## config.mk

```make
export PLATFORM = sky130hd
export DESIGN_NAME = tls_hostname_frame_classifier
export DESIGN_NICKNAME = d
export VERILOG_FILES = /design/src/rtl/tlshfc_pkg.sv /design/src/rtl/tls_hostname_frame_classifier.sv /design/src/rtl/tlshfc_frame_parser.sv
export SDC_FILE = /design/constraint.sdc
export NUM_CORES = 1
export LEC_CHECK = 0
export BUFFER_PORTS_ARGS = -buffer_cell sky130_fd_sc_hd__buf_4
export CAP_MARGIN = 5
export CORE_MARGIN = 5
export CORE_UTILIZATION = 59
export CTS_BUF_LIST = sky130_fd_sc_hd__clkbuf_8
export CTS_CLUSTER_SIZE = 40
export DETAILED_ROUTE_END_ITERATION = 10
export PLACE_DENSITY = 0.87
export SLEW_MARGIN = 40
export SYNTH_ARGS = -nofsm -noshare
export SYNTH_HDL_FRONTEND = slang
export SYNTH_SLANG_ARGS = --single-unit
```

## constraint.sdc

```tcl
create_clock -name clk -period 11 [get_ports clk]
set_clock_uncertainty 0.1 [all_clocks]
set_input_delay 0.55 -clock clk [delete_from_list [all_inputs] [get_ports clk]]
set_output_delay 0.55 -clock clk [all_outputs]
set_load 0.02 [all_outputs]
```

## src/rtl/tlshfc_pkg.sv

```systemverilog
// shared constants, verdict codes and result type for the tls hostname frame classifier
package tlshfc_pkg;

    localparam int MAX_FRAME_BYTES_DEF = 1024;

    localparam logic [15:0] ETH_IPV4   = 16'h0800;
    localparam logic [15:0] ETH_IPV6   = 16'h86dd;
    localparam logic [6:0]  ETH_HDR    = 7'd14;
    localparam logic [5:0]  IPV6_HDR   = 6'd40;
    localparam logic [5:0]  MIN_HDR    = 6'd20;
    localparam logic [7:0]  PROTO_TCP  = 8'd6;
    localparam logic [7:0]  TLS_HS     = 8'h16;
    localparam logic [7:0]  HELLO      = 8'h01;
    localparam logic [63:0] WORD_LONG  = 64'h66616365626F6F6B;
    localparam logic [39:0] WORD_SHORT = 40'h666263646E;

    localparam logic [15:0] TARGET_PORT_RST = 16'd443;
    localparam logic [9:0]  SCAN_START_RST  = 10'd46;

    localparam logic [1:0] CFG_TARGET_PORT = 2'd0;
    localparam logic [1:0] CFG_SCAN_START  = 2'd1;

    localparam logic [3:0] VERDICT_MATCH      = 4'd0;
    localparam logic [3:0] VERDICT_NOT_IP     = 4'd1;
    localparam logic [3:0] VERDICT_BAD_IP     = 4'd2;
    localparam logic [3:0] VERDICT_NOT_TCP    = 4'd3;
    localparam logic [3:0] VERDICT_BAD_TCP    = 4'd4;
    localparam logic [3:0] VERDICT_OTHER_PORT = 4'd5;
    localparam logic [3:0] VERDICT_NOT_HELLO  = 4'd6;
    localparam logic [3:0] VERDICT_NO_KEYWORD = 4'd7;
    localparam logic [3:0] VERDICT_TRUNCATED  = 4'd8;

    localparam logic [1:0] IPVER_NONE = 2'd0;
    localparam logic [1:0] IPVER_V4   = 2'd1;
    localparam logic [1:0] IPVER_V6   = 2'd2;

    typedef struct packed {
        logic [31:0] dest_ipv4;
        logic [31:0] source_ipv4;
        logic [15:0] source_port;
        logic [1:0]  ip_version;
        logic [3:0]  verdict;
        logic        detected;
    } result_t;

endpackage

```

## src/rtl/tls_hostname_frame_classifier.sv

```systemverilog
// top level of the tls hostname frame classifier: input stage, result register, config
// Takes one frame byte per clock on the slave stream, with tlast on the final byte, and
// returns one verdict transfer per frame on the master stream. A byte passes an input
// register, then one pass of the parser updates the frame state; on the last byte the
// verdict is written to the result register when that byte leaves the input register,
// and is held there until the master stream takes it.
// Throughput is one byte per cycle while the input is not stalled; input stalls
// only when a frame-end byte is waiting and the previous verdict has not been taken.
// The user is to write configuration only while no frame is in progress; the block does not enforce it.
module tls_hostname_frame_classifier #(
    parameter int MAX_FRAME_BYTES = tlshfc_pkg::MAX_FRAME_BYTES_DEF
) (
    input  logic        clk,
    input  logic        rst_n,
    input  logic        s_axis_tvalid,
    output logic        s_axis_tready,
    input  logic [7:0]  s_axis_tdata,   // frame_byte
    input  logic        s_axis_tlast,   // frame_end
    output logic        m_axis_tvalid,
    input  logic        m_axis_tready,
    output logic [87:0] m_axis_tdata,   // detected, verdict, ip_version, source_port,
                                        // source_ipv4, dest_ipv4, zero pad
    input  logic        cfg_we,
    input  logic [1:0]  cfg_index,
    input  logic [15:0] cfg_wdata
);

    logic                stage_valid_reg;
    logic [7:0]          stage_byte_reg;
    logic                stage_last_reg;
    logic                out_valid_reg;
    tlshfc_pkg::result_t out_result_reg;
    tlshfc_pkg::result_t result;
    logic [15:0]         target_port_reg;
    logic [9:0]          scan_start_reg;
    logic                out_free;
    logic                go;

    assign out_free      = !out_valid_reg || m_axis_tready;
    assign go            = stage_valid_reg && (!stage_last_reg || out_free);
    assign s_axis_tready = !stage_valid_reg || go;
    assign m_axis_tvalid = out_valid_reg;
    assign m_axis_tdata  = {1'b0, out_result_reg};

    always_ff @(posedge clk or negedge rst_n)
    begin
        if (!rst_n)
        begin
            target_port_reg <= tlshfc_pkg::TARGET_PORT_RST;
            scan_start_reg  <= tlshfc_pkg::SCAN_START_RST;
        end
        else if (cfg_we)
        begin
            unique case (cfg_index)
                tlshfc_pkg::CFG_TARGET_PORT: target_port_reg <= cfg_wdata;
                tlshfc_pkg::CFG_SCAN_START:  scan_start_reg  <= cfg_wdata[9:0];
                default: ;
            endcase
        end
    end

    always_ff @(posedge clk or negedge rst_n)
    begin
        if (!rst_n)
            stage_valid_reg <= 1'b0;
        else if (s_axis_tready)
            stage_valid_reg <= s_axis_tvalid;
    end

    always_ff @(posedge clk)
    begin
        if (s_axis_tready && s_axis_tvalid)
        begin
            stage_byte_reg <= s_axis_tdata;
            stage_last_reg <= s_axis_tlast;
        end
    end

    tlshfc_frame_parser #(
        .MAX_FRAME_BYTES(MAX_FRAME_BYTES)
    ) u_parser (
        .clk        (clk),
        .rst_n      (rst_n),
        .fire       (go),
        .frame_byte (stage_byte_reg),
        .frame_end  (stage_last_reg),
        .target_port(target_port_reg),
        .scan_start (scan_start_reg),
        .result     (result)
    );

    always_ff @(posedge clk or negedge rst_n)
    begin
        if (!rst_n)
            out_valid_reg <= 1'b0;
        else if (go && stage_last_reg)
            out_valid_reg <= 1'b1;
        else if (m_axis_tready)
            out_valid_reg <= 1'b0;
    end

    always_ff @(posedge clk)
    begin
        if (go && stage_last_reg)
            out_result_reg <= result;
    end

    a_detect_matches_verdict: assert property (@(posedge clk) disable iff (!rst_n)
        m_axis_tvalid |-> (out_result_reg.detected
                           == (out_result_reg.verdict == tlshfc_pkg::VERDICT_MATCH)))
        else $error("detected flag disagrees with verdict");

    a_no_addr_without_ipv4: assert property (@(posedge clk) disable iff (!rst_n)
        (m_axis_tvalid && (out_result_reg.ip_version != tlshfc_pkg::IPVER_V4))
        |-> (out_result_reg.source_ipv4 == 32'd0 && out_result_reg.dest_ipv4 == 32'd0))
        else $error("ipv4 address reported for a non-ipv4 frame");

    a_stall_only_on_full_output: assert property (@(posedge clk) disable iff (!rst_n)
        !s_axis_tready |-> (stage_valid_reg && stage_last_reg && out_valid_reg
                            && !m_axis_tready))
        else $error("input stalled without a blocked verdict");

    a_verdict_follows_last: assert property (@(posedge clk) disable iff (!rst_n)
        (go && stage_last_reg) |=> m_axis_tvalid)
        else $error("frame end transfer produced no verdict");

endmodule

```

## src/rtl/tlshfc_frame_parser.sv

```systemverilog
// per-frame parse state, byte update and end-of-frame verdict logic
module tlshfc_frame_parser #(
    parameter int MAX_FRAME_BYTES = tlshfc_pkg::MAX_FRAME_BYTES_DEF
) (
    input  logic                clk,
    input  logic                rst_n,
    input  logic                fire,
    input  logic [7:0]          frame_byte,
    input  logic                frame_end,
    input  logic [15:0]         target_port,
    input  logic [9:0]          scan_start,
    output tlshfc_pkg::result_t result
);

    localparam int OFF_W = $clog2(MAX_FRAME_BYTES + 1);
    localparam int CMP_W = (OFF_W > 11) ? OFF_W : 11;

    logic [OFF_W-1:0] byte_offset_reg, byte_offset_next;
    logic [15:0]      ether_kind_reg, ether_kind_next;
    logic [5:0]       ip_header_bytes_reg, ip_header_bytes_next;
    logic [7:0]       payload_offset_reg, payload_offset_next;
    logic [63:0]      recent_bytes_reg, recent_bytes_next;
    logic             found_reg, found_next;
    logic             pending_reg, pending_next;
    logic [63:0]      addr_fields_reg, addr_fields_next;
    logic [63:0]      port_fields_reg, port_fields_next;

    always_comb
    begin
        logic [CMP_W-1:0] kw;
        logic [6:0]       tb;
        logic [CMP_W-1:0] tbw;
        logic [5:0]       th;
        logic [CMP_W-1:0] p;
        logic [CMP_W-1:0] scan_w;
        logic [CMP_W-1:0] pow;

        byte_offset_next     = byte_offset_reg;
        ether_kind_next      = ether_kind_reg;
        ip_header_bytes_next = ip_header_bytes_reg;
        payload_offset_next  = payload_offset_reg;
        recent_bytes_next    = recent_bytes_reg;
        found_next           = found_reg;
        pending_next         = pending_reg;
        addr_fields_next     = addr_fields_reg;
        port_fields_next     = port_fields_reg;
        kw     = CMP_W'(byte_offset_reg);
        scan_w = CMP_W'(scan_start);
        tb     = '0;
        tbw    = '0;
        th     = '0;
        p      = '0;
        pow    = '0;

        if (fire && (kw < CMP_W'(MAX_FRAME_BYTES)))
        begin
            recent_bytes_next = {recent_bytes_reg[55:0], frame_byte};
            if (kw == CMP_W'(12))
                ether_kind_next = {frame_byte, 8'h00};
            if (kw == CMP_W'(13))
            begin
                ether_kind_next = ether_kind_next | {8'h00, frame_byte};
                if (ether_kind_next == tlshfc_pkg::ETH_IPV6)
                    ip_header_bytes_next = tlshfc_pkg::IPV6_HDR;
            end
            if (ether_kind_next == tlshfc_pkg::ETH_IPV4)
            begin
                if (kw == CMP_W'(14))
                    ip_header_bytes_next = {frame_byte[3:0], 2'b00};
                if (kw == CMP_W'(23))
                    port_fields_next[31:24] = frame_byte;
                if ((kw >= CMP_W'(26)) && (kw <= CMP_W'(33)))
                    addr_fields_next[{3'(CMP_W'(33) - kw), 3'b000} +: 8] = frame_byte;
            end
            if ((ether_kind_next == tlshfc_pkg::ETH_IPV6) && (kw == CMP_W'(20)))
                port_fields_next[31:24] = frame_byte;

            if (ip_header_bytes_next >= tlshfc_pkg::MIN_HDR)
            begin
                tb  = tlshfc_pkg::ETH_HDR + {1'b0, ip_header_bytes_next};
                tbw = CMP_W'(tb);
                if (kw == tbw)
                    port_fields_next[63:56] = frame_byte;
                if (kw == tbw + CMP_W'(1))
                    port_fields_next[55:48] = frame_byte;
                if (kw == tbw + CMP_W'(2))
                    port_fields_next[47:40] = frame_byte;
                if (kw == tbw + CMP_W'(3))
                    port_fields_next[39:32] = frame_byte;
                if (kw == tbw + CMP_W'(12))
                begin
                    port_fields_next[23:16] = frame_byte;
                    th = {frame_byte[7:4], 2'b00};
                    if (th >= tlshfc_pkg::MIN_HDR)
                        payload_offset_next = {1'b0, tb} + {2'b00, th};
                end
            end

            pow = CMP_W'(payload_offset_next);
            if ((payload_offset_next != 8'd0) && (kw >= pow))
            begin
                p = kw - pow;
                if (p == CMP_W'(0))
                    port_fields_next[15:8] = frame_byte;
                if (p == CMP_W'(5))
                    port_fields_next[7:0] = frame_byte;
                if (pending_reg)
                    found_next = 1'b1;
                pending_next = 1'b0;
                if ((p >= scan_w + CMP_W'(7)) && (recent_bytes_next == tlshfc_pkg::WORD_LONG))
                    found_next = 1'b1;
                if ((p >= scan_w + CMP_W'(4))
                    && (recent_bytes_next[39:0] == tlshfc_pkg::WORD_SHORT))
                    pending_next = 1'b1;
            end
            byte_offset_next = byte_offset_reg + OFF_W'(1);
        end
    end

    // verdict on the state as it stands after the last byte
    always_comb
    begin
        logic [CMP_W-1:0] n;
        logic [CMP_W-1:0] tbw;
        logic [CMP_W-1:0] pow;
        logic [5:0]       th;
        logic [3:0]       verdict;
        logic [1:0]       ipver;

        n       = CMP_W'(byte_offset_next);
        tbw     = CMP_W'(tlshfc_pkg::ETH_HDR) + CMP_W'(ip_header_bytes_next);
        pow     = CMP_W'(payload_offset_next);
        th      = {port_fields_next[23:20], 2'b00};
        ipver   = tlshfc_pkg::IPVER_NONE;
        verdict = tlshfc_pkg::VERDICT_MATCH;

        if (n < CMP_W'(14))
            verdict = tlshfc_pkg::VERDICT_TRUNCATED;
        else
        begin
            if (ether_kind_next == tlshfc_pkg::ETH_IPV4)
            begin
                ipver = tlshfc_pkg::IPVER_V4;
                if (n < CMP_W'(15))
                    verdict = tlshfc_pkg::VERDICT_TRUNCATED;
                else if (ip_header_bytes_next < tlshfc_pkg::MIN_HDR)
                    verdict = tlshfc_pkg::VERDICT_BAD_IP;
                else if (n < CMP_W'(24))
                    verdict = tlshfc_pkg::VERDICT_TRUNCATED;
            end
            else if (ether_kind_next == tlshfc_pkg::ETH_IPV6)
            begin
                ipver = tlshfc_pkg::IPVER_V6;
                if (n < CMP_W'(21))
                    verdict = tlshfc_pkg::VERDICT_TRUNCATED;
            end
            else
                verdict = tlshfc_pkg::VERDICT_NOT_IP;

            if (verdict == tlshfc_pkg::VERDICT_MATCH)
            begin
                if (port_fields_next[31:24] != tlshfc_pkg::PROTO_TCP)
                    verdict = tlshfc_pkg::VERDICT_NOT_TCP;
                else if (n < tbw + CMP_W'(13))
                    verdict = tlshfc_pkg::VERDICT_TRUNCATED;
                else if (th < tlshfc_pkg::MIN_HDR)
                    verdict = tlshfc_pkg::VERDICT_BAD_TCP;
                else if (port_fields_next[47:32] != target_port)
                    verdict = tlshfc_pkg::VERDICT_OTHER_PORT;
                else if (n <= pow)
                    verdict = tlshfc_pkg::VERDICT_NOT_HELLO;
                else if (port_fields_next[15:8] != tlshfc_pkg::TLS_HS)
                    verdict = tlshfc_pkg::VERDICT_NOT_HELLO;
                else if ((n - pow) < CMP_W'(6))
                    verdict = tlshfc_pkg::VERDICT_TRUNCATED;
                else if (port_fields_next[7:0] != tlshfc_pkg::HELLO)
                    verdict = tlshfc_pkg::VERDICT_NOT_HELLO;
                else if (!found_next)
                    verdict = tlshfc_pkg::VERDICT_NO_KEYWORD;
            end
        end

        result.detected    = (verdict == tlshfc_pkg::VERDICT_MATCH);
        result.verdict     = verdict;
        result.ip_version  = ipver;
        result.source_port = port_fields_next[63:48];
        result.source_ipv4 = addr_fields_next[63:32];
        result.dest_ipv4   = addr_fields_next[31:0];
    end

    always_ff @(posedge clk or negedge rst_n)
    begin
        if (!rst_n)
        begin
            byte_offset_reg     <= '0;
            ether_kind_reg      <= '0;
            ip_header_bytes_reg <= '0;
            payload_offset_reg  <= '0;
            recent_bytes_reg    <= '0;
            found_reg           <= 1'b0;
            pending_reg         <= 1'b0;
            addr_fields_reg     <= '0;
            port_fields_reg     <= '0;
        end
        else if (fire)
        begin
            if (frame_end)
            begin
                byte_offset_reg     <= '0;
                ether_kind_reg      <= '0;
                ip_header_bytes_reg <= '0;
                payload_offset_reg  <= '0;
                recent_bytes_reg    <= '0;
                found_reg           <= 1'b0;
                pending_reg         <= 1'b0;
                addr_fields_reg     <= '0;
                port_fields_reg     <= '0;
            end
            else
            begin
                byte_offset_reg     <= byte_offset_next;
                ether_kind_reg      <= ether_kind_next;
                ip_header_bytes_reg <= ip_header_bytes_next;
                payload_offset_reg  <= payload_offset_next;
                recent_bytes_reg    <= recent_bytes_next;
                found_reg           <= found_next;
                pending_reg         <= pending_next;
                addr_fields_reg     <= addr_fields_next;
                port_fields_reg     <= port_fields_next;
            end
        end
    end

endmodule
```

==> impl_metrics.yaml, run 1 <==
run_status:
  status: "complete, no violations"
power_and_ir_drop:
  internal_power_mw: 2.20
  ir_worst_vdd_mv: 0.103
  p_leak_nw: 9.50
  p_per_area_mw_per_mm2: 149
  p_sw_share_pct: 30.2
  p_comb_share_pct: 18.9
  p_sw_mw: 0.951
  power_frac_seq_pct: 45.5
  clkPwrFrac_pct: 35.6
synthesis:
  yosysSeqAreaShare_pct: 49.1
  yosys-top-cells-area: "dfrtp_1, edfxtp_1, a22o_1, ha_1, nand2_1"
  netlist.area_leader.share_pct: 32.1
  synthFlopType: "dfrtp_1"
  synth_top_cell_by_area: "dfrtp_1"
  synthCells: 1787
  netlist_top_cells_count: "dfrtp_1, nand2_1, a22o_1"
  synth_most_common_cell: "dfrtp_1"
  postSynthAreaPerCell_um2: 10.5
  ys_warn_count: 0
  synth_cell_type_count: 93
  ys_async_sr_fraction_pct: 72.3
  syn_area_mm2: 0.0187
  ys_ff_latch: 347
  syn_nets: 1891
  synth_edf_count: 96
timing:
  hold_slack_ns: 0.0671
  rsz0062_at_grt: "false"
  fin_crit_ns: 9.58
  finalSetupViolCount: 0
  tightest_slew_ns: 0.831
  post-route-period-util_pct: 87.1
  slew_headroom_pct: 43.1
  slew_viol_final: 0
  fin_ws_ns: 1.42
  tns_ns: 0
  fmax_mhz: 104
  final_hold_viol_count: 0
layout:
  layout.nets: 2004
  multi_input_area_mm2: 0.00892
  area.growth.synth_to_final_pct: 13.5
  drive_gt1_share_pct: 16.5
  largest_register_ffs: 87
  regArea_mm2: 0.00918
  antenna-diode-count: 0
  filler_cell_count: 2280
placed_design:
  place_congestion: 0.992
  dp_hpwl_um: 36800
  pre_cts_slack_ns: 1.58
  io_buffers: 120
floorplanning:
  start_util_pct: 59.6
  dieArea_mm2: 0.0354
  die_h_um: 188
  core_area_mm2: 0.0314
  rows: 65
  ioPinCount: 122
  dieWidth_um: 188
global_routing:
  grt_antenna_before_repair: 0
  grt_max_degree: 76
  grt_pass1_wl_um: 84100
  grt_usage_pct: 29.5
  grt_pass1_vias: 15200
  overflow: 0
  met3_usage_pct: 5.14
  top_usage_layer: "met2"
  grt_use_met2_pct: 48.7
  grt_use_met1_pct: 39.4
worst_setup_path:
  critical-path-top-delay-family: "simple AND/OR/NAND/NOR gates"
  endpoint_kind: "register"
  crit_buf_inv: 2
  r2r_cells: 31
  worst-setup-path-type: "register to register"
  crit_arrival_ns: 9.90
  cp_max_fo: 16
  cp_slowest_cell: "dfrtp_1"
  slowest_delay_ns: 0.57
  rr_endpoint: "m_axis_tdata[0]$_DFFE_PP_"
  crit_required_ns: 11.32
  cp-start-kind: "register"
  rrSetupSlack_ns: 1.42
  reg2reg_from: "u_parser.byte_offset_reg[0]$_DFFE_PN0P_"
clock_network:
  root_buffer: "clkbuf_8"
  clkLatencyLatePin_ns: 0.61
  cts_buffers: 54
  postCtsSetupBuffers: 0
  ctsHtreeMaxLevel: 2
  cts_tree: "built"
  cts_sinks: 347
  path_clk_slew_ns: 0.06
  cts_buffer_depth: 3
detailed_routing:
  vias_per_cell: 6.48
  drc_errors: 0
  dr.pass1.iters: 6
  route.vias.total: 15200
  wl_per_cell_um: 22.7
  finalWirelength_um: 53300
  drt_iter0_markers: 1478
  ant_nets: 0
worst_hold_path:
  min_path_cells: 2
  holdPathEnd: "stage_valid_reg$_DFFE_PN0N_"
  min_path_type: "primary input to register"
  hp-start: "s_axis_tvalid"
flow_run:
  maxCapViolations: 0
[how the worst max path moves through the flow]
| stage | from | end | slack [ns] | cells after the start |
|---|---|---|---|---|
| 5_1_grt | u_parser.byte_offset_reg[1]$_DFFE_PN0P_ | m_axis_tdata[0]$_DFFE_PP_ | 0.75 | 36 |
| 2_1_floorplan | u_parser.byte_offset_reg[1]$_DFFE_PN0P_ | m_axis_tdata[2]$_DFFE_PP_ | 2.57 | 36 |
| 4_1_cts | u_parser.byte_offset_reg[0]$_DFFE_PN0P_ | m_axis_tdata[0]$_DFFE_PP_ | 1.57 | 36 |
| 3_5_place_dp | u_parser.byte_offset_reg[1]$_DFFE_PN0P_ | m_axis_tdata[0]$_DFFE_PP_ | 1.58 | 36 |
| 3_3_place_gp | u_parser.byte_offset_reg[1]$_DFFE_PN0P_ | m_axis_tdata[0]$_DFFE_PP_ | 1.72 | 36 |
| 6_report | u_parser.byte_offset_reg[0]$_DFFE_PN0P_ | m_axis_tdata[0]$_DFFE_PP_ | 1.42 | 31 |
[cell type report]
cell class,instances,share of cell area (%)
tap,402,2.37
timing repair buffer,160,6.00
clock inverter,39,1.29
clock buffer,62,4.02
sequential,347,43.2
inverter,59,1.05
multi-input combinational,1278,42.0
[placed cells by master, fill, tap and decap left out, types with 8 or more instances in the layout]
cell,n
clkbuf_8,62
nand2_1,196
nor3_1,30
a22o_1,164
xor2_1,35
mux2i_1,38
a21o_1,21
buf_4,145
nor2b_1,15
and2_1,8
o21a_1,8
inv_1,77
a21oi_1,59
nand4_1,25
dfstp_2,11
nor4_1,15
nor2_1,107
ha_1,70
nand2b_1,12
o22ai_1,11
nand4b_1,8
and3_1,12
xnor2_1,45
a31oi_1,15
clkinv_1,8
nand3_1,35
edfxtp_1,96
dfrtp_1,240
mux2_2,51
o21ai_0,143
dlygate4sd3_1,10
[cells by family (layout without fill, tap and decap cells)]
group,after synthesis,in the layout,share of synthesized area (%)
flops,347,347,49.1
mux,93,93,5.45
fa+ha+maj,77,77,5.17
xor+xnor,82,82,3.99
compound gates,498,498,18.8
buf+inv,162,320,3.56
simple gates,526,526,13.9
other cells,2,2,0.0402
[power groups by stage]
| stage | Clock (mW) | Combinational (mW) | Sequential (mW) |
|---|---|---|---|
| 6_report | 1.12 | 0.595 | 1.44 |
| 5_1_grt | 1.20 | 0.649 | 1.44 |
| 4_1_cts | 1.13 | 0.586 | 1.43 |
| 3_5_place_dp | 0 | 0.580 | 1.46 |
| 3_3_place_gp | 0 | 0.562 | 1.45 |
| 2_1_floorplan | 0 | 0.381 | 1.45 |
[per-layer routing]
metal	part of all wire (%)	vias up	wire length, um
li1	-	6834	-
met1	41	7478	21700
met2	48	741	25500
met3	7.6	167	4050
met4	3.7	0	1960
met5	0	-	0
[stage by stage]
stage | util [%] | instance area, um^2 | power [mW] | instances
after floorplan | - | 18700 | 1.83 | 1787
after global placement | 63.4 | 19900 | 2.02 | 2233
after detailed placement | 63.6 | 20000 | 2.04 | 2235
after CTS | 67.5 | 21200 | 3.15 | 2346
after global routing | 67.6 | 21200 | 3.29 | 2347
final | 67.6 | 21200 | 3.15 | 2347
[what timing repair did]
| item | in CTS | in global routing |
|---|---|---|
| hold buffers | 10 | 0 |
| gates resized for setup | 0 | 0 |
| endpoints found under the hold margin | 67 | 0 |
[worst reg2reg max path, delay by kind of cell (launching register included)]
kind	cells	cell delay, ns
mux	3	1.07
flops	1	0.57
xor+xnor	2	0.26
compound gates	11	2.72
fa+ha+maj	4	1.33
simple gates	9	2.76
buf+inv	2	0.56
(Power assumes the default switching activity.)
==> run 2: changes to the inputs <==
==> constraint.sdc (replaced) <==
create_clock -name clk -period 11 [get_ports clk]
set_clock_uncertainty 0.1 [all_clocks]
set_input_delay 1.65 -clock clk [delete_from_list [all_inputs] [get_ports clk]]
set_output_delay 1.65 -clock clk [all_outputs]
set_load 0.02 [all_outputs]
==> impl_metrics.yaml, run 2 (synthesized netlist as in run 1, its figures left out) <==
timing:
  final_hold_viol_count: 0
  fmax_mhz: 104
  post-route-period-util_pct: 87.5
  finalSetupViolCount: 0
  tns_ns: 0
  fin_crit_ns: 9.63
  slew_viol_final: 0
  fin_ws_ns: 1.37
  hold_slack_ns: 0.382
  slew_headroom_pct: 42.1
  rsz0062_at_grt: "false"
  tightest_slew_ns: 0.846
detailed_routing:
  vias_per_cell: 6.47
  drt_iter0_markers: 1583
  dr.pass1.iters: 6
  highest_layer: "met4"
  drc_errors: 0
  wl_met2_um: 25100
  ant_nets: 0
  finalWirelength_um: 52600
  wl_per_cell_um: 22.5
  wl_met1_um: 21500
  wl_met3_um: 4010
  route.vias.total: 15100
clock_network:
  cts_resized: 0
  holdBufCountCts: 0
  root_buffer: "clkbuf_8"
  path_clk_slew_ns: 0.06
  clkLatencyLatePin_ns: 0.62
  postCtsSetupBuffers: 0
  cts_sinks: 347
  cts_buffer_depth: 3
  cts_buffers: 54
  cts_tree: "built"
  ctsHtreeMaxLevel: 2
floorplanning:
  dieArea_mm2: 0.0354
  ioPinCount: 122
  dieWidth_um: 188
  rows: 65
  core_area_mm2: 0.0314
  start_util_pct: 59.6
  die_h_um: 188
global_routing:
  overflow: 0
  grt_usage_pct: 29.1
  grt_max_degree: 76
  grt_pass1_vias: 15100
  grt_antenna_before_repair: 0
  grt_pass1_wl_um: 83000
worst_setup_path:
  endpoint_kind: "register"
  reg2reg_from: "u_parser.byte_offset_reg[1]$_DFFE_PN0P_"
  cp-start-kind: "register"
  cp-startpoint: "u_parser.byte_offset_reg[1]$_DFFE_PN0P_"
  cp_max_fo: 14
  crit_arrival_ns: 9.96
  crit_required_ns: 11.33
  worst-setup-path-type: "register to register"
  cp_slowest_cell: "dfrtp_1"
  slowest_delay_ns: 0.60
placed_design:
  dp.cells: 2235
  placed_area_mm2: 0.0200
  pre_cts_slack_ns: 1.58
  place_congestion: 0.992
  io_buffers: 120
  dp_hpwl_um: 36800
layout:
  final_common_cell: "dfrtp_1"
  filler_cell_count: 2294
  fin_area_mm2: 0.0211
  final-instance-count-excl-fill: 2337
  area.growth.synth_to_final_pct: 13.0
  postLayoutCoreUtil_pct: 67.3
  antenna-diode-count: 0
  layout_common_cells: "dfrtp_1, nand2_1, a22o_1"
  layout.nets: 1994
  drive_gt1_share_pct: 16.5
  largest_register_ffs: 87
power_and_ir_drop:
  power_mw: 3.14
  ir_worst_vdd_mv: 0.102
  p_per_area_mw_per_mm2: 149
  p_leak_nw: 9.46
flow_run:
  maxCapViolations: 0
run_status:
  status: "complete, no violations"
worst_hold_path:
  min_path_type: "register to register"
  hp-start: "u_parser.port_fields_reg[47]$_DFFE_PN0P_"
## run 2: power breakdown
| group | switching [mW] | internal [mW] | leakage (nW) |
|---|---|---|---|
| combinational | 0.381 | 0.209 | 4.46 |
| clock | 0.507 | 0.611 | 0.654 |
| sequential | 0.0558 | 1.38 | 4.35 |
## run 2: path summary, 6_finish.rpt
check	to	slack, ns	cells after the start
worst max register to register	m_axis_tdata[0]$_DFFE_PP_	1.37	31
worst min-delay path	u_parser.port_fields_reg[47]$_DFFE_PN0P_	0.38	2
worst max-delay path	m_axis_tdata[0]$_DFFE_PP_	1.37	31
min in group asynchronous	u_parser.recent_bytes_reg[49]$_DFFE_PN0P_	0.85	1
worst min register to register	u_parser.port_fields_reg[47]$_DFFE_PN0P_	0.38	2
max in group asynchronous	u_parser.addr_fields_reg[0]$_DFFE_PN0P_	8.46	3
## run 2: metal layers
metal / vias up / GRT usage (%)
met5: - / 0
met4: 0 / 10.6
met3: 162 / 5.19
met2: 731 / 47.9
met1: 7421 / 38.9
li1: 6805 / -
## run 2: worst max-delay path, delay by kind of cell (launching register included)
family / cells / cell delay [ns]
DFF: 1 / 0.60
and+or+nand+nor: 9 / 2.75
adders and majority gates: 4 / 1.32
muxes: 3 / 1.08
xor gates and xnor gates: 2 / 0.26
buffers and inverters: 2 / 0.54
AOI/OAI and AO/OA: 11 / 2.75
## run 2: final cells by class
class,instances,area [um^2],area share (%)
Clock buffer,62,853,4.04
Clock inverter,39,274,1.30
Inverter,59,223,1.05
Multi-Input combinational cell,1278,8920,42.2
Sequential cell,347,9180,43.4
Tap cell,402,503,2.38
Timing Repair Buffer,150,1170,5.56
==> run 3: changes to the inputs <==
--- a/config.mk
+++ b/config.mk
@@ -12,6 +12,7 @@
 export CTS_BUF_LIST = sky130_fd_sc_hd__clkbuf_8
 export CTS_CLUSTER_SIZE = 40
 export DETAILED_ROUTE_END_ITERATION = 10
+export MAX_ROUTING_LAYER = met4
 export PLACE_DENSITY = 0.87
 export SLEW_MARGIN = 40
 export SYNTH_ARGS = -nofsm -noshare
==> impl_metrics.yaml, run 3 (synthesized netlist as in run 1, its figures left out) <==
run_status:
  status: "complete, no violations"
clock_network:
  postCtsSetupBuffers: 0
  holdBufCountCts: 0
  root_buffer: "clkbuf_8"
  ctsHtreeMaxLevel: 2
  cts_buffers: 54
  cts_sinks: 347
  cts_resized: 0
  cts_buffer_depth: 3
  cts_tree: "built"
  path_clk_slew_ns: 0.07
  clkLatencyLatePin_ns: 0.60
global_routing:
  grt_max_degree: 110
  grt_antenna_before_repair: 0
  grt_pass1_wl_um: 83700
  grt_usage_pct: 30.2
  grt_pass1_vias: 15000
  overflow: 0
detailed_routing:
  route.vias.total: 15200
  wl_per_cell_um: 22.6
  ant_nets: 0
  drt_iter0_markers: 1590
  vias_per_cell: 6.50
  finalWirelength_um: 52900
  drc_errors: 0
  dr.pass1.iters: 6
power_and_ir_drop:
  p_per_area_mw_per_mm2: 149
  p_leak_nw: 9.47
  p_sw_mw: 0.948
  clkPwrFrac_pct: 35.6
  power_frac_seq_pct: 45.7
  p_comb_share_pct: 18.7
  internal_power_mw: 2.19
  p_sw_share_pct: 30.2
  power_mw: 3.14
  ir_worst_vdd_mv: 0.114
worst_setup_path:
  cp-startpoint: "u_parser.byte_offset_reg[0]$_DFFE_PN0P_"
  crit_arrival_ns: 9.76
  cp-start-kind: "register"
  cp_max_fo: 16
  rr_endpoint: "m_axis_tdata[0]$_DFFE_PP_"
  rrSetupSlack_ns: 1.57
  r2r_cells: 27
  crit_required_ns: 11.33
  worst-setup-path-type: "register to register"
  endpoint_kind: "register"
  reg2reg_from: "u_parser.byte_offset_reg[0]$_DFFE_PN0P_"
  critPathCapture: "m_axis_tdata[0]$_DFFE_PP_"
timing:
  fmax_mhz: 106
  post-route-period-util_pct: 85.8
  slew_viol_final: 0
  tightest_slew_ns: 0.849
  tns_ns: 0
  finalSetupViolCount: 0
  slew_headroom_pct: 43.2
  rsz0062_at_grt: "false"
  final_hold_viol_count: 0
  fin_crit_ns: 9.43
layout:
  drive_gt1_share_pct: 16.9
  layout_common_cells: "dfrtp_1, nand2_1, a22o_1"
  area.growth.synth_to_final_pct: 13.0
  antenna-diode-count: 0
  final_common_cell: "dfrtp_1"
  layout.nets: 1995
  filler_cell_count: 2338
  largest_register_ffs: 87
floorplanning:
  ioPinCount: 122
  rows: 65
  core_area_mm2: 0.0314
  dieArea_mm2: 0.0354
  die_h_um: 188
  dieWidth_um: 188
  start_util_pct: 59.6
placed_design:
  place_congestion: 1.02
  io_buffers: 120
  dp_hpwl_um: 36800
flow_run:
  maxCapViolations: 0
worst_hold_path:
  min_path_type: "register to register"
## run 3: changes by cell type in the layout (fill, tap and decap cells not counted), moves of 2 or more
cell / delta
buf_6: +2
bufinv_16: -2
clkbuf_8: +6
clkinv_1: -5
clkinv_2: +5
inv_1: -3
## run 3: critical path, cell delays in order (launching register included)
cell       delay (ns)
dfrtp_1          0.58
inv_1            0.31
ha_1             0.38
nand4_2          0.35
mux2_4           0.43
or3_1            0.53
a31oi_1          0.49
ha_1             0.31
xnor2_1          0.13
buf_4            0.22
ha_1             0.26
xnor2_1          0.13
or4b_4           0.51
a2111oi_4        0.38
o2111ai_4        0.39
mux2i_1          0.30
ha_1             0.33
a21oi_1          0.31
nor2_1           0.08
a2111oi_0        0.60
o31ai_1          0.16
o211a_1          0.30
and4b_4          0.23
nand4_1          0.54
mux2i_2          0.38
nor3_1           0.10
o21ai_1          0.21
nor4bb_2         0.23
## run 3: worst min-delay path by stage
stage / to / slack (ns) / start / cells past startpoint
6_report: u_parser.port_fields_reg[42]$_DFFE_PN0P_ / 0.38 / u_parser.port_fields_reg[42]$_DFFE_PN0P_ / 2
5_1_grt: u_parser.recent_bytes_reg[48]$_DFFE_PN0P_ / 0.41 / u_parser.recent_bytes_reg[48]$_DFFE_PN0P_ / 1
4_1_cts: u_parser.port_fields_reg[46]$_DFFE_PN0P_ / 0.38 / u_parser.port_fields_reg[46]$_DFFE_PN0P_ / 2
2_1_floorplan: u_parser.pending_reg$_DFFE_PN0P_ / 0.34 / u_parser.pending_reg$_DFFE_PN0P_ / 2
3_5_place_dp: u_parser.pending_reg$_DFFE_PN0P_ / 0.37 / u_parser.pending_reg$_DFFE_PN0P_ / 2
3_3_place_gp: u_parser.port_fields_reg[44]$_DFFE_PN0P_ / 0.36 / u_parser.port_fields_reg[44]$_DFFE_PN0P_ / 2
## run 3: layer usage
metal / global-route usage (%) / wire length, um / up-vias
met3: 5.04 / 4060 / 145
met2: 48.3 / 25600 / 780
met1: 38.9 / 21200 / 7470
met4: 11.5 / 2010 / 0
li1: - / - / 6792
met5: - / 0 / -
## run 3: stage by stage
| stage | cells | hold WS, ns | util (%) | worst slack, ns | area, um^2 |
|---|---|---|---|---|---|
| CTS | 2336 | 0.385 | 67.2 | 1.68 | 21100 |
| detailed placement | 2235 | 0.366 | 63.5 | 1.68 | 19900 |
| global route | 2338 | 0.414 | 67.3 | 0.866 | 21100 |
| floorplan | 1787 | 0.344 | - | 2.57 | 18700 |
| global placement | 2235 | 0.362 | 63.5 | 1.93 | 19900 |
| finish | 2338 | 0.385 | 67.3 | 1.57 | 21100 |
## run 3: power by group through the flow
| stage | combinational [mW] | sequential, mW | clock, mW |
|---|---|---|---|
| after floorplan | 0.381 | 1.45 | 0 |
| after global placement | 0.559 | 1.45 | 0 |
| after detailed placement | 0.577 | 1.46 | 0 |
| after CTS | 0.580 | 1.43 | 1.13 |
| after global routing | 0.640 | 1.44 | 1.19 |
| final | 0.587 | 1.44 | 1.12 |
## run 3: final cells by class
cell class	count	area [um^2]	area share, %
tap	402	503	2.38
inverter	59	223	1.05
clock buffer	68	936	4.43
multi-input combinational	1278	8910	42.2
sequential	347	9180	43.4
clock inverter	33	205	0.971
timing repair buffer	151	1180	5.57
